$ cat src/rtl/ftbm_pkg.sv
// shared types and constants of the frame time budget monitor
`timescale 1ns / 1ps

package ftbm_pkg;

    // fixed field widths at the block boundary
    localparam int OUT_W    = 24;
    localparam int TARGET_W = 24;
    localparam int ALPHA_W  = 16;
    localparam int CFG_W    = 24;
    localparam int IDX_W    = 1;

    // register values after reset
    localparam logic [TARGET_W-1:0] TARGET_RESET = 24'd16667;
    localparam logic [ALPHA_W-1:0]  ALPHA_RESET  = 16'd6554;

    // configuration register indexes
    typedef enum logic [IDX_W-1:0] {
        REG_TARGET = 1'b0,
        REG_ALPHA  = 1'b1
    } ftbm_reg_idx_t;

    // request operation codes
    typedef enum logic {
        OP_FRAME = 1'b0,
        OP_CLEAR = 1'b1
    } ftbm_op_t;

    // configuration register contents
    typedef struct packed {
        logic [TARGET_W-1:0] target;
        logic [ALPHA_W-1:0]  alpha;
    } ftbm_cfg_t;

    // sequencer states
    typedef enum logic [6:0] {
        ST_IDLE  = 7'b0000001,
        ST_DIFF  = 7'b0000010,
        ST_DNEG  = 7'b0000100,
        ST_MUL   = 7'b0001000,
        ST_RATIO = 7'b0010000,
        ST_DIV   = 7'b0100000,
        ST_FIN   = 7'b1000000
    } ftbm_state_t;

endpackage

$ cat src/rtl/ftbm_alu.sv
// shared add and subtract unit with carry out
`timescale 1ns / 1ps

module ftbm_alu #(
    parameter int W = 56
) (
    input  logic [W-1:0] a,
    input  logic [W-1:0] b,
    input  logic         sub,
    output logic [W-1:0] y,
    output logic         carry
);

    logic [W-1:0] b_eff;

    // a - b is a + ~b + 1; carry set means no borrow
    assign b_eff = sub ? ~b : b;
    assign {carry, y} = {1'b0, a} + {1'b0, b_eff} + {{W{1'b0}}, sub};

endmodule

$ cat src/rtl/ftbm_cfg.sv
// configuration registers: frame budget and average weight
`timescale 1ns / 1ps

module ftbm_cfg
    import ftbm_pkg::*;
(
    input  logic             clk,
    input  logic             rst_n,
    input  logic             cfg_we,
    input  logic [IDX_W-1:0] cfg_index,
    input  logic [CFG_W-1:0] cfg_wdata,
    output ftbm_cfg_t        cfg
);

    ftbm_cfg_t cfg_reg;

    // register write decode
    always_ff @(posedge clk or negedge rst_n)
    begin
        if (!rst_n)
        begin
            cfg_reg.target <= TARGET_RESET;
            cfg_reg.alpha  <= ALPHA_RESET;
        end
        else if (cfg_we)
        begin
            case (ftbm_reg_idx_t'(cfg_index))
                REG_TARGET: cfg_reg.target <= cfg_wdata[TARGET_W-1:0];
                REG_ALPHA:  cfg_reg.alpha  <= cfg_wdata[ALPHA_W-1:0];
                default:    ;
            endcase
        end
    end

    assign cfg = cfg_reg;

endmodule

$ cat src/rtl/frame_time_budget_monitor_core.sv
// frame time budget monitor: statistics, moving average and budget ratio
// steps: difference, multiply, ratio, divide; a clear or first average load
//   starts at the ratio step; a saturated ratio or zero budget skips the divide
// requests: one at a time, set by the multiply and divide sharing
//   one adder; the next request is taken once the result is registered
// reset: statistics zero, target 16667, alpha 6554, no response pending
`timescale 1ns / 1ps

module frame_time_budget_monitor_core
    import ftbm_pkg::*;
#(
    parameter int TIME_BITS       = 24,
    parameter int ALPHA_FRAC_BITS = 16,
    parameter int RATIO_FRAC_BITS = 16
) (
    input  logic             clk,
    input  logic             rst_n,
    // configuration
    input  logic             cfg_we,
    input  logic [IDX_W-1:0] cfg_index,
    input  logic [CFG_W-1:0] cfg_wdata,
    // request channel
    input  logic             req_valid,
    output logic             req_stall,
    input  logic             operation,
    input  logic [OUT_W-1:0] frame_time,
    // response channel
    output logic             rsp_valid,
    input  logic             rsp_stall,
    output logic             over_budget,
    output logic [OUT_W-1:0] last_duration,
    output logic [OUT_W-1:0] average_time,
    output logic [OUT_W-1:0] worst_time,
    output logic [OUT_W-1:0] undershoot,
    output logic [OUT_W-1:0] overshoot,
    output logic [OUT_W-1:0] pressure_ratio
);

    localparam int T        = TIME_BITS;
    localparam int F        = ALPHA_FRAC_BITS;
    localparam int R        = RATIO_FRAC_BITS;
    localparam int AW       = T + F;
    localparam int W        = T + 2 * F;
    localparam int NW       = T + R;
    localparam int SW       = 2 * T + R;
    localparam int STEP_MAX = (T > F) ? T : F;
    localparam int CNT_W    = $clog2(STEP_MAX);

    ftbm_cfg_t   cfg;
    ftbm_state_t state_reg;
    ftbm_state_t state_next;

    logic [T-1:0]     target;
    logic [F-1:0]     alpha;
    logic [T-1:0]     x_in;

    // statistics
    logic [T-1:0]     last_reg;
    logic [T-1:0]     worst_reg;
    logic [AW-1:0]    acc_reg;
    logic             flag_reg;

    // working registers of the shared unit
    logic [W-1:0]     work_reg;
    logic [W-1:0]     d_reg;
    logic             neg_reg;
    logic [F-1:0]     alpha_sh_reg;
    logic [T-1:0]     num_sh_reg;
    logic [T-1:0]     quo_reg;
    logic [CNT_W-1:0] cnt_reg;

    // response register
    logic             rsp_valid_reg;
    logic             over_budget_reg;
    logic [OUT_W-1:0] last_duration_reg;
    logic [OUT_W-1:0] average_time_reg;
    logic [OUT_W-1:0] worst_time_reg;
    logic [OUT_W-1:0] undershoot_reg;
    logic [OUT_W-1:0] overshoot_reg;
    logic [OUT_W-1:0] pressure_ratio_reg;

    logic [W-1:0]     alu_a;
    logic [W-1:0]     alu_b;
    logic             alu_sub;
    logic [W-1:0]     alu_y;
    logic             alu_carry;

    logic             req_fire;
    logic             rsp_load;
    logic [AW-1:0]    xf;
    logic [W-1:0]     prod_fin;
    logic [NW-1:0]    num;
    logic [NW-1:0]    num_hi;
    logic             ratio_sat;
    logic [T:0]       rem_shift;
    logic [T-1:0]     under_val;
    logic [T-1:0]     over_val;

    ftbm_cfg u_cfg (
        .clk       (clk),
        .rst_n     (rst_n),
        .cfg_we    (cfg_we),
        .cfg_index (cfg_index),
        .cfg_wdata (cfg_wdata),
        .cfg       (cfg)
    );

    ftbm_alu #(
        .W (W)
    ) u_alu (
        .a     (alu_a),
        .b     (alu_b),
        .sub   (alu_sub),
        .y     (alu_y),
        .carry (alu_carry)
    );

    // operand widths at the internal precision
    assign target = T'(cfg.target);
    assign alpha  = F'(cfg.alpha);
    assign x_in   = T'(frame_time);

    assign req_stall = (state_reg != ST_IDLE);
    assign req_fire  = req_valid && !req_stall;
    assign rsp_load  = (state_reg == ST_FIN) && (!rsp_valid_reg || !rsp_stall);

    // derived values for the average and ratio steps
    assign xf        = {last_reg, {F{1'b0}}};
    assign prod_fin  = alpha_sh_reg[0] ? alu_y : work_reg;
    assign num       = {last_reg, {R{1'b0}}};
    assign num_hi    = num >> T;
    assign ratio_sat = SW'(num) >= SW'({target, {T{1'b0}}});
    assign rem_shift = {work_reg[T-1:0], num_sh_reg[T-1]};
    assign under_val = (target > last_reg) ? target - last_reg : '0;
    assign over_val  = (last_reg > target) ? last_reg - target : '0;

    // operand select for the shared adder
    always_comb
    begin
        alu_a   = '0;
        alu_b   = '0;
        alu_sub = 1'b0;
        case (state_reg)
            ST_DIFF:
            begin
                alu_a   = W'(xf);
                alu_b   = W'(acc_reg);
                alu_sub = 1'b1;
            end
            ST_DNEG:
            begin
                alu_a   = W'(acc_reg);
                alu_b   = W'(xf);
                alu_sub = 1'b1;
            end
            ST_MUL:
            begin
                alu_a   = work_reg;
                alu_b   = d_reg;
                alu_sub = neg_reg;
            end
            ST_DIV:
            begin
                alu_a   = W'(rem_shift);
                alu_b   = W'(target);
                alu_sub = 1'b1;
            end
            default: ;
        endcase
    end

    // sequencer next state
    always_comb
    begin
        state_next = state_reg;
        case (state_reg)
            ST_IDLE:
            begin
                if (req_fire)
                begin
                    if (operation == OP_CLEAR || acc_reg == '0)
                        state_next = ST_RATIO;
                    else
                        state_next = ST_DIFF;
                end
            end
            ST_DIFF:  state_next = alu_carry ? ST_MUL : ST_DNEG;
            ST_DNEG:  state_next = ST_MUL;
            ST_MUL:   state_next = (cnt_reg == '0) ? ST_RATIO : ST_MUL;
            ST_RATIO:
            begin
                if (target == '0 || ratio_sat)
                    state_next = ST_FIN;
                else
                    state_next = ST_DIV;
            end
            ST_DIV:   state_next = (cnt_reg == '0) ? ST_FIN : ST_DIV;
            ST_FIN:   state_next = rsp_load ? ST_IDLE : ST_FIN;
            default:  state_next = ST_IDLE;
        endcase
    end

    // control state and statistics
    always_ff @(posedge clk or negedge rst_n)
    begin
        if (!rst_n)
        begin
            state_reg     <= ST_IDLE;
            last_reg      <= '0;
            worst_reg     <= '0;
            acc_reg       <= '0;
            flag_reg      <= 1'b0;
            rsp_valid_reg <= 1'b0;
        end
        else
        begin
            state_reg <= state_next;
            // statistics update on request
            if (req_fire)
            begin
                if (operation == OP_CLEAR)
                begin
                    last_reg  <= '0;
                    worst_reg <= '0;
                    acc_reg   <= '0;
                    flag_reg  <= 1'b0;
                end
                else
                begin
                    last_reg <= x_in;
                    flag_reg <= (x_in > target);
                    if (x_in > worst_reg)
                        worst_reg <= x_in;
                    if (acc_reg == '0)
                        acc_reg <= {x_in, {F{1'b0}}};
                end
            end
            // average written back after the last multiply step
            if (state_reg == ST_MUL && cnt_reg == '0)
                acc_reg <= prod_fin[W-1:F];
            // response valid
            if (rsp_load)
                rsp_valid_reg <= 1'b1;
            else if (!rsp_stall)
                rsp_valid_reg <= 1'b0;
        end
    end

    // working registers of the multiply and divide
    always_ff @(posedge clk)
    begin
        case (state_reg)
            ST_DIFF:
            begin
                work_reg     <= W'({acc_reg, {F{1'b0}}});
                alpha_sh_reg <= alpha;
                cnt_reg      <= CNT_W'(F - 1);
                d_reg        <= alu_y;
                neg_reg      <= 1'b0;
            end
            ST_DNEG:
            begin
                d_reg   <= alu_y;
                neg_reg <= 1'b1;
            end
            ST_MUL:
            begin
                work_reg     <= prod_fin;
                d_reg        <= {d_reg[W-2:0], 1'b0};
                alpha_sh_reg <= alpha_sh_reg >> 1;
                cnt_reg      <= cnt_reg - 1'b1;
            end
            ST_RATIO:
            begin
                work_reg   <= W'(num_hi[T-1:0]);
                num_sh_reg <= num[T-1:0];
                cnt_reg    <= CNT_W'(T - 1);
                if (target == '0)
                    quo_reg <= '0;
                else if (ratio_sat)
                    quo_reg <= '1;
                else
                    quo_reg <= '0;
            end
            ST_DIV:
            begin
                work_reg   <= alu_carry ? W'(alu_y[T:0]) : W'(rem_shift);
                quo_reg    <= {quo_reg[T-2:0], alu_carry};
                num_sh_reg <= {num_sh_reg[T-2:0], 1'b0};
                cnt_reg    <= cnt_reg - 1'b1;
            end
            default: ;
        endcase
    end

    // response payload
    always_ff @(posedge clk)
    begin
        if (rsp_load)
        begin
            over_budget_reg    <= flag_reg;
            last_duration_reg  <= OUT_W'(last_reg);
            average_time_reg   <= OUT_W'(acc_reg[AW-1:F]);
            worst_time_reg     <= OUT_W'(worst_reg);
            undershoot_reg     <= OUT_W'(under_val);
            overshoot_reg      <= OUT_W'(over_val);
            pressure_ratio_reg <= OUT_W'(quo_reg);
        end
    end

    assign rsp_valid      = rsp_valid_reg;
    assign over_budget    = over_budget_reg;
    assign last_duration  = last_duration_reg;
    assign average_time   = average_time_reg;
    assign worst_time     = worst_time_reg;
    assign undershoot     = undershoot_reg;
    assign overshoot      = overshoot_reg;
    assign pressure_ratio = pressure_ratio_reg;

endmodule

$ cat config.mk
export PLATFORM = sky130hd
export DESIGN_NAME = frame_time_budget_monitor_core
export DESIGN_NICKNAME = d
export VERILOG_FILES = /design/src/rtl/ftbm_pkg.sv /design/src/rtl/ftbm_alu.sv /design/src/rtl/ftbm_cfg.sv /design/src/rtl/frame_time_budget_monitor_core.sv
export SDC_FILE = /design/constraint.sdc
export NUM_CORES = 1
export LEC_CHECK = 0
export ABC_AREA = 0
export BUFFER_PORTS_ARGS = -buffer_cell sky130_fd_sc_hd__clkbuf_2
export CAP_MARGIN = 25
export CORE_UTILIZATION = 58
export CTS_CLUSTER_SIZE = 16
export DETAILED_ROUTE_END_ITERATION = 16
export GPL_ROUTABILITY_DRIVEN = 1
export GPL_TIMING_DRIVEN = 0
export PLACE_DENSITY = 0.77
export SYNTH_ARGS = -nofsm -noshare
export SYNTH_HDL_FRONTEND = slang
export SYNTH_HIERARCHICAL = 1
export SYNTH_SLANG_ARGS = --single-unit
export TNS_END_PERCENT = 50
$ cat constraint.sdc
create_clock -name clk -period 11.3 [get_ports clk]
set_input_delay 2.825 -clock clk [delete_from_list [all_inputs] [get_ports clk]]
set_output_delay 2.825 -clock clk [all_outputs]
set_load 0.005 [all_outputs]
==> Yosys cells after proc, flatten, opt, wreduce, memory -nomap -nowiden <==
Index checks and enable logic that the tools add are counted.
{ "op_classes": {"eq_ne": 11, "mul": 0, "magnitude_cmp": 5, "div": 0, "mux": 33, "shifts": 0, "bitwise_logic": 2, "addsub": 5, "n_reduce_logical": 29} }
{ "op_table": {"columns": ["op", "count"], "rows": [
  ["one-hot mux 56 bit (4 select lines)", 3],
  ["2-to-1 mux 40 bit", 4],
  ["2-to-1 mux 24 bit", 5],
  ["2-to-1 mux 56 bit", 2],
  ["one-hot mux 56 bit (2 select lines)", 1],
  ["> comparator 24 bit", 4],
  ["one-hot mux 24 bit (2 select lines)", 2],
  ["adder 56 x 56 -> 57 bit", 1],
  ["adder 57 x 1 -> 57 bit", 1],
  ["inverter 56 bit", 1],
  ["one-hot mux 7 bit (7 select lines)", 1],
  ["greater-or-equal comparator 40 x 48 -> 1 bit", 1],
  ["subtractor 24 bit", 2],
  ["logical NOT 40 bit", 1],
  ["one-hot mux 16 bit (2 select lines)", 1],
  ["2-to-1 mux 7 bit", 4],
  ["2-to-1 mux 25 bit", 1],
  ["logical NOT 24 bit", 1],
  ["one-hot mux 5 bit (3 select lines)", 1],
  ["nonzero test 2 bit", 6],
  ["2-to-1 mux 5 bit", 2],
  ["AND reduction 2 bit", 5],
  ["equality test 7 x 1 -> 1 bit (second input constant)", 1],
  ["equality test 7 x 2 -> 1 bit (second input constant)", 1],
  ["other kinds (21)", 33]
]} }
{ "word_totals": {"register_bits": 464, "ramBits": 0, "n_memories": 0, "inputBits": 55, "elab_cells": 108, "out_inout_bits": 147, "rom_bits": 0, "latch_bits": 0} }

==> Logic depth before layout (Yosys ltp) <==
{ "logic_depth": {"depth_word": 8, "depth_mapped": 26, "depth_no_buf": 20} }

==> Hierarchy <==
Netlist, hierarchy kept.
{ "modules_own_cells": {"columns": ["module", "cells_per_inst", "n_inst", "seq_area_each_um2", "area_per_inst_um2"], "rows": [
  ["frame_time_budget_monitor_core", 2036, 1, 11767.5, 21565.7],
  ["ftbm_alu", 583, 1, 0.0, 4097.7],
  ["ftbm_cfg", 86, 1, 1017.2, 1607.8]
]} }

==> Least setup slack after synthesis <==
OpenSTA, ideal clock, no wires.
{ "synth_path": {"kind": "input -> register", "start": "input rsp_stall", "end": "register state_reg[0]", "arrival_time_ns": 10.486, "required_time_ns": 11.191, "setup_time_ns": 0.109, "cell_stages": 2, "path_buffers": 0, "slack_ns": 0.705, "path_cell_list": "a21oi_1 > o21bai_1"} }
{ "synth_via": {"elab_chain_len": 5} }
{ "synth_rtl": {"columns": ["item", "line", "text"], "rows": [
  ["start: declaration", "frame_time_budget_monitor_core.sv:29", "input logic rsp_stall,"],
  ["logical NOT 1 bit", null, null],
  ["logical OR 1 bit", "frame_time_budget_monitor_core.sv:125", "assign rsp_load = (state_reg == ST_FIN) && (!rsp_valid_reg || !rsp_stall);"],
  ["logical AND 1 bit", "frame_time_budget_monitor_core.sv:125", null],
  ["2-to-1 mux 7 bit", "frame_time_budget_monitor_core.sv:198", "ST_FIN: state_next = rsp_load ? ST_IDLE : ST_FIN;"],
  ["one-hot mux 7 bit (7 select lines)", "frame_time_budget_monitor_core.sv:176", "case (state_reg)"],
  ["end signal: assignment", "frame_time_budget_monitor_core.sv:217", "state_reg <= state_next;"],
  ["end: declaration", "frame_time_budget_monitor_core.sv:50", "ftbm_state_t state_reg;"]
]} }
Every way passes these cells.
A chain may end at the register's enable or synchronous reset.

==> Worst setup path in the final report <==
{ "layout_path": {"start": "register state_reg[6]", "end": "register work_reg[14], data pin"} }
{ "layout_via": {"elab_chain_len": 8, "word_cells_on_any_way": 16, "classes_between": "add/sub (2); eq/ne (5); mux (7); bitwise (1); reduce/logical (1)"} }
{ "layout_rtl": {"columns": ["item", "line", "text"], "rows": [
  ["equality test 7 x 6 -> 1 bit, or another cell as far along", "frame_time_budget_monitor_core.sv:143", "case (state_reg)"],
  ["OR reduction 3 bit (no line)", null, null],
  ["one-hot mux 1 bit (2 select lines) *", "frame_time_budget_monitor_core.sv:143", null],
  ["via alu_sub", "frame_time_budget_monitor_core.sv:84", "logic alu_sub;"],
  ["2-to-1 mux 56 bit", "ftbm_alu.sv:17", "assign b_eff = sub ? ~b : b;"],
  ["adder 56 x 56 -> 57 bit", "ftbm_alu.sv:18", "assign {carry, y} = {1'b0, a} + {1'b0, b_eff} + {{W{1'b0}}, sub};"],
  ["adder 57 x 1 -> 57 bit *", "ftbm_alu.sv:18", null],
  ["via alu_carry", "frame_time_budget_monitor_core.sv:86", "logic alu_carry;"],
  ["2-to-1 mux 25 bit *", "frame_time_budget_monitor_core.sv:287", "work_reg <= alu_carry ? W'(alu_y[T:0]) : W'(rem_shift);"],
  ["one-hot mux 56 bit (4 select lines) *", "frame_time_budget_monitor_core.sv:252", "case (state_reg)"],
  ["end signal: assignment", "frame_time_budget_monitor_core.sv:255", "work_reg <= W'({acc_reg, {F{1'b0}}});"],
  ["end signal: assignment", "frame_time_budget_monitor_core.sv:268", "work_reg <= prod_fin;"],
  ["end signal: assignment", "frame_time_budget_monitor_core.sv:287", null],
  ["end: declaration", "frame_time_budget_monitor_core.sv:64", "logic [W-1:0] work_reg;"]
]} }
Mark *: on every way through the listed nets, which the timed path passes. The rest lies on a longest branch. The select of a mux whose other input is x is not followed.

==> out/results.ini <==
[global_route]
track_usage = 0.409
grt_pass1_wl_mm = 143
grt_start_max_net_pins = 107
grt_antenna_before_repair = 1
grt_overflow = 0
grt_pass1_vias = 22400

[drt]
wl_mm = 98.6
first_pass_iters = 7
drt-vias-per-instance = 6.54
drc = 0
vias = 23600
ant_nets = 0
drt_iter0_drc = 2963
drt-wirelength-per-cell_um = 27.3

[synthesis]
ys_seq_area_frac = 0.469
syn_area_mm2 = 0.0273
yosys-top-cells-count = 467 x nand2_1, 311 x edfxtp_1, 174 x ha_1
yosys.area.top_type = edfxtp_1
syn_area_per_cell_um2 = 10.1
syn_inst = 2705
netlist.area_leader.share = 0.342
synthArstFlopShare = 0.306
synth.distinct_cells = 88
yosys_warnings = 6
synth_edf_count = 311
synth.most_common_cell = nand2_1
ys.flop_type = edfxtp_1
ys_top_cells_by_area = edfxtp_1 34%, dfrtp_1 11%, ha_1 8.0%
synth-seq-cells = 448
syn_nets = 2937

[finish]
synthToLayoutAreaGrowth_pct = 13.6
seq_area_mm2 = 0.0128
nets = 3197
nFillCells = 3709
fin_util = 0.667
multiInputGateArea_mm2 = 0.0134
antennaDiodeCount = 0
fin_area_mm2 = 0.0310
layout-drive-gt1-share = 0.139

[worst_setup_path]
regToRegSetupSlack_ns = 2.69
cp_slowest_cell = clkbuf_1
path_cells = nor3_1, nand2_1, nor3b_1, clkbuf_1, a211o_1, clkbuf_1, clkbuf_1, xor2_1, ha_1, a211oi_1, o21ai_0, a221o_1, a41oi_1, o31a_1, o21ai_1, a31oi_1, o21ai_0, clkbuf_1, nor2_1, clkbuf_1, a22oi_1, nand2_1
cpPeakStageDelay_ns = 0.80
worst_path_most_repeated_cell = clkbuf_1
start_kind = flop
crit_required_ns = 11.77
worstPathMaxFanout = 10
cp_top_family = buffers and inverters
cp.arrival_ns = 9.08
end_kind = flop
worst-path-buf-inv = 5
path_class = flop to flop

[clocking]
clkLatencyLatePin_ns = 0.61
path_clk_slew_ns = 0.06
cts_hold_buf = 0
postCtsSetupRepairBufs = 0
root_buffer = clkbuf_16
numCtsBuffers = 48
cts_tree = done
clk_path_buf_depth = 3
cts_resized = 0
cts_max_level = 2
clkSinkCount = 448

[timing]
hold_slack_ns = 0.422
worstMarginPinSlew_ns = 1.01
relSlewSlack = 0.324
setup_violations = 0
fin_ws_ns = 2.69
fin_crit_sh = 0.762
fin_worst_skew_ns = 0.0271
hold_viol_final = 0
fmax_ghz = 0.116
rsz0062_at_grt = false
finalMaxSlewViolations = 0
fin_crit_ns = 8.61

[pwr]
peakVddDrop_mv = 0.165
power_density_mw_per_mm2 = 214
p_leak_nw = 14.0

[placement]
dpl-instance-area_mm2 = 0.0293
place_hpwl_mm = 75.1
numPortBuffers = 201
place_ws_ns = 3.10
gp_congestion = 1.02

[outcome]
status = finished clean

[floorplanning]
ios = 202
die_x_um = 219
fp-row-count = 79
die-height_um = 219
start_util = 0.587
coreArea_mm2 = 0.0465
die-area_mm2 = 0.0479

[min_path]
min_path_type = flop to flop

[flow_run]
max-cap-violations = 0

[per-layer routing]
layer,part of all wire,GRT usage
met1,0.40,0.554
met2,0.43,0.610
met3,0.12,0.103
met4,0.056,0.203
met5,0.00011,0
[final cells by class]
type | count | share of cell area
tap | 607 | 0.0245
multi-input combinational | 1984 | 0.433
buffer | 152 | 0.0206
clock buffer | 61 | 0.0434
timing repair buffer | 210 | 0.0389
inverter | 121 | 0.0147
clock inverter | 29 | 0.0120
sequential | 448 | 0.413
[power by group]
group | internal (mW) | switching [mW]
Sequential | 2.10 | 0.486
Clock | 1.01 | 0.717
Combinational | 0.796 | 1.52
[final timing paths]
kind                                                end  depth (start not counted)                      from
max                              work_reg[14]$_DFFE_PP_                         22  state_reg[6]$_DFFE_PN0P_
min                        pressure_ratio[23]$_DFFE_PP_                          0     quo_reg[23]$_DFFE_PP_
max reg2reg                      work_reg[14]$_DFFE_PP_                         22  state_reg[6]$_DFFE_PN0P_
min reg2reg                pressure_ratio[23]$_DFFE_PP_                          0     quo_reg[23]$_DFFE_PP_
max in group asynchronous     worst_reg[17]$_DFFE_PN0P_                          2                     rst_n
min in group asynchronous      u_cfg/cfg[5]$_DFFE_PN0P_                          1                     rst_n
[metrics by stage]
| step | setup TNS [ns] | cells | total power, mW |
|---|---|---|---|
| floorplan | 0 | 2705 | 3.88 |
| CTS | 0 | 3612 | 6.52 |
| finish | 0 | 3612 | 6.63 |
| global route | 0 | 3612 | 6.86 |
| detailed placement | 0 | 3522 | 4.81 |
| global placement | -356.77 | 3513 | 4.74 |
[layout by cell type (no fill, tap or decap), types with 46 or more instances in the layout]
cell       instances
nand2_1          465
edfxtp_1         311
clkbuf_2         200
ha_1             174
o21ai_0          156
a21oi_1          153
clkbuf_1         126
dfrtp_1          123
inv_1            120
nor2_1           117
xor2_1            87
a21o_1            85
a22oi_1           81
mux2i_1           74
xnor2_1           59
clkbuf_16         51
nand4_1           46
[cells by family (layout without fill, tap and decap cells)]
family	after synthesis	in the layout	synth area share
adders and majority gates	177	177	0.0820
buffers and inverters	273	573	0.0400
AOI/OAI and AO/OA	685	685	0.167
xor gates and xnor gates	146	146	0.0469
DFF	448	448	0.469
and+or+nand+nor	838	838	0.139
muxes	138	138	0.0563
No activity file was read; power rests on OpenSTA's default activity.
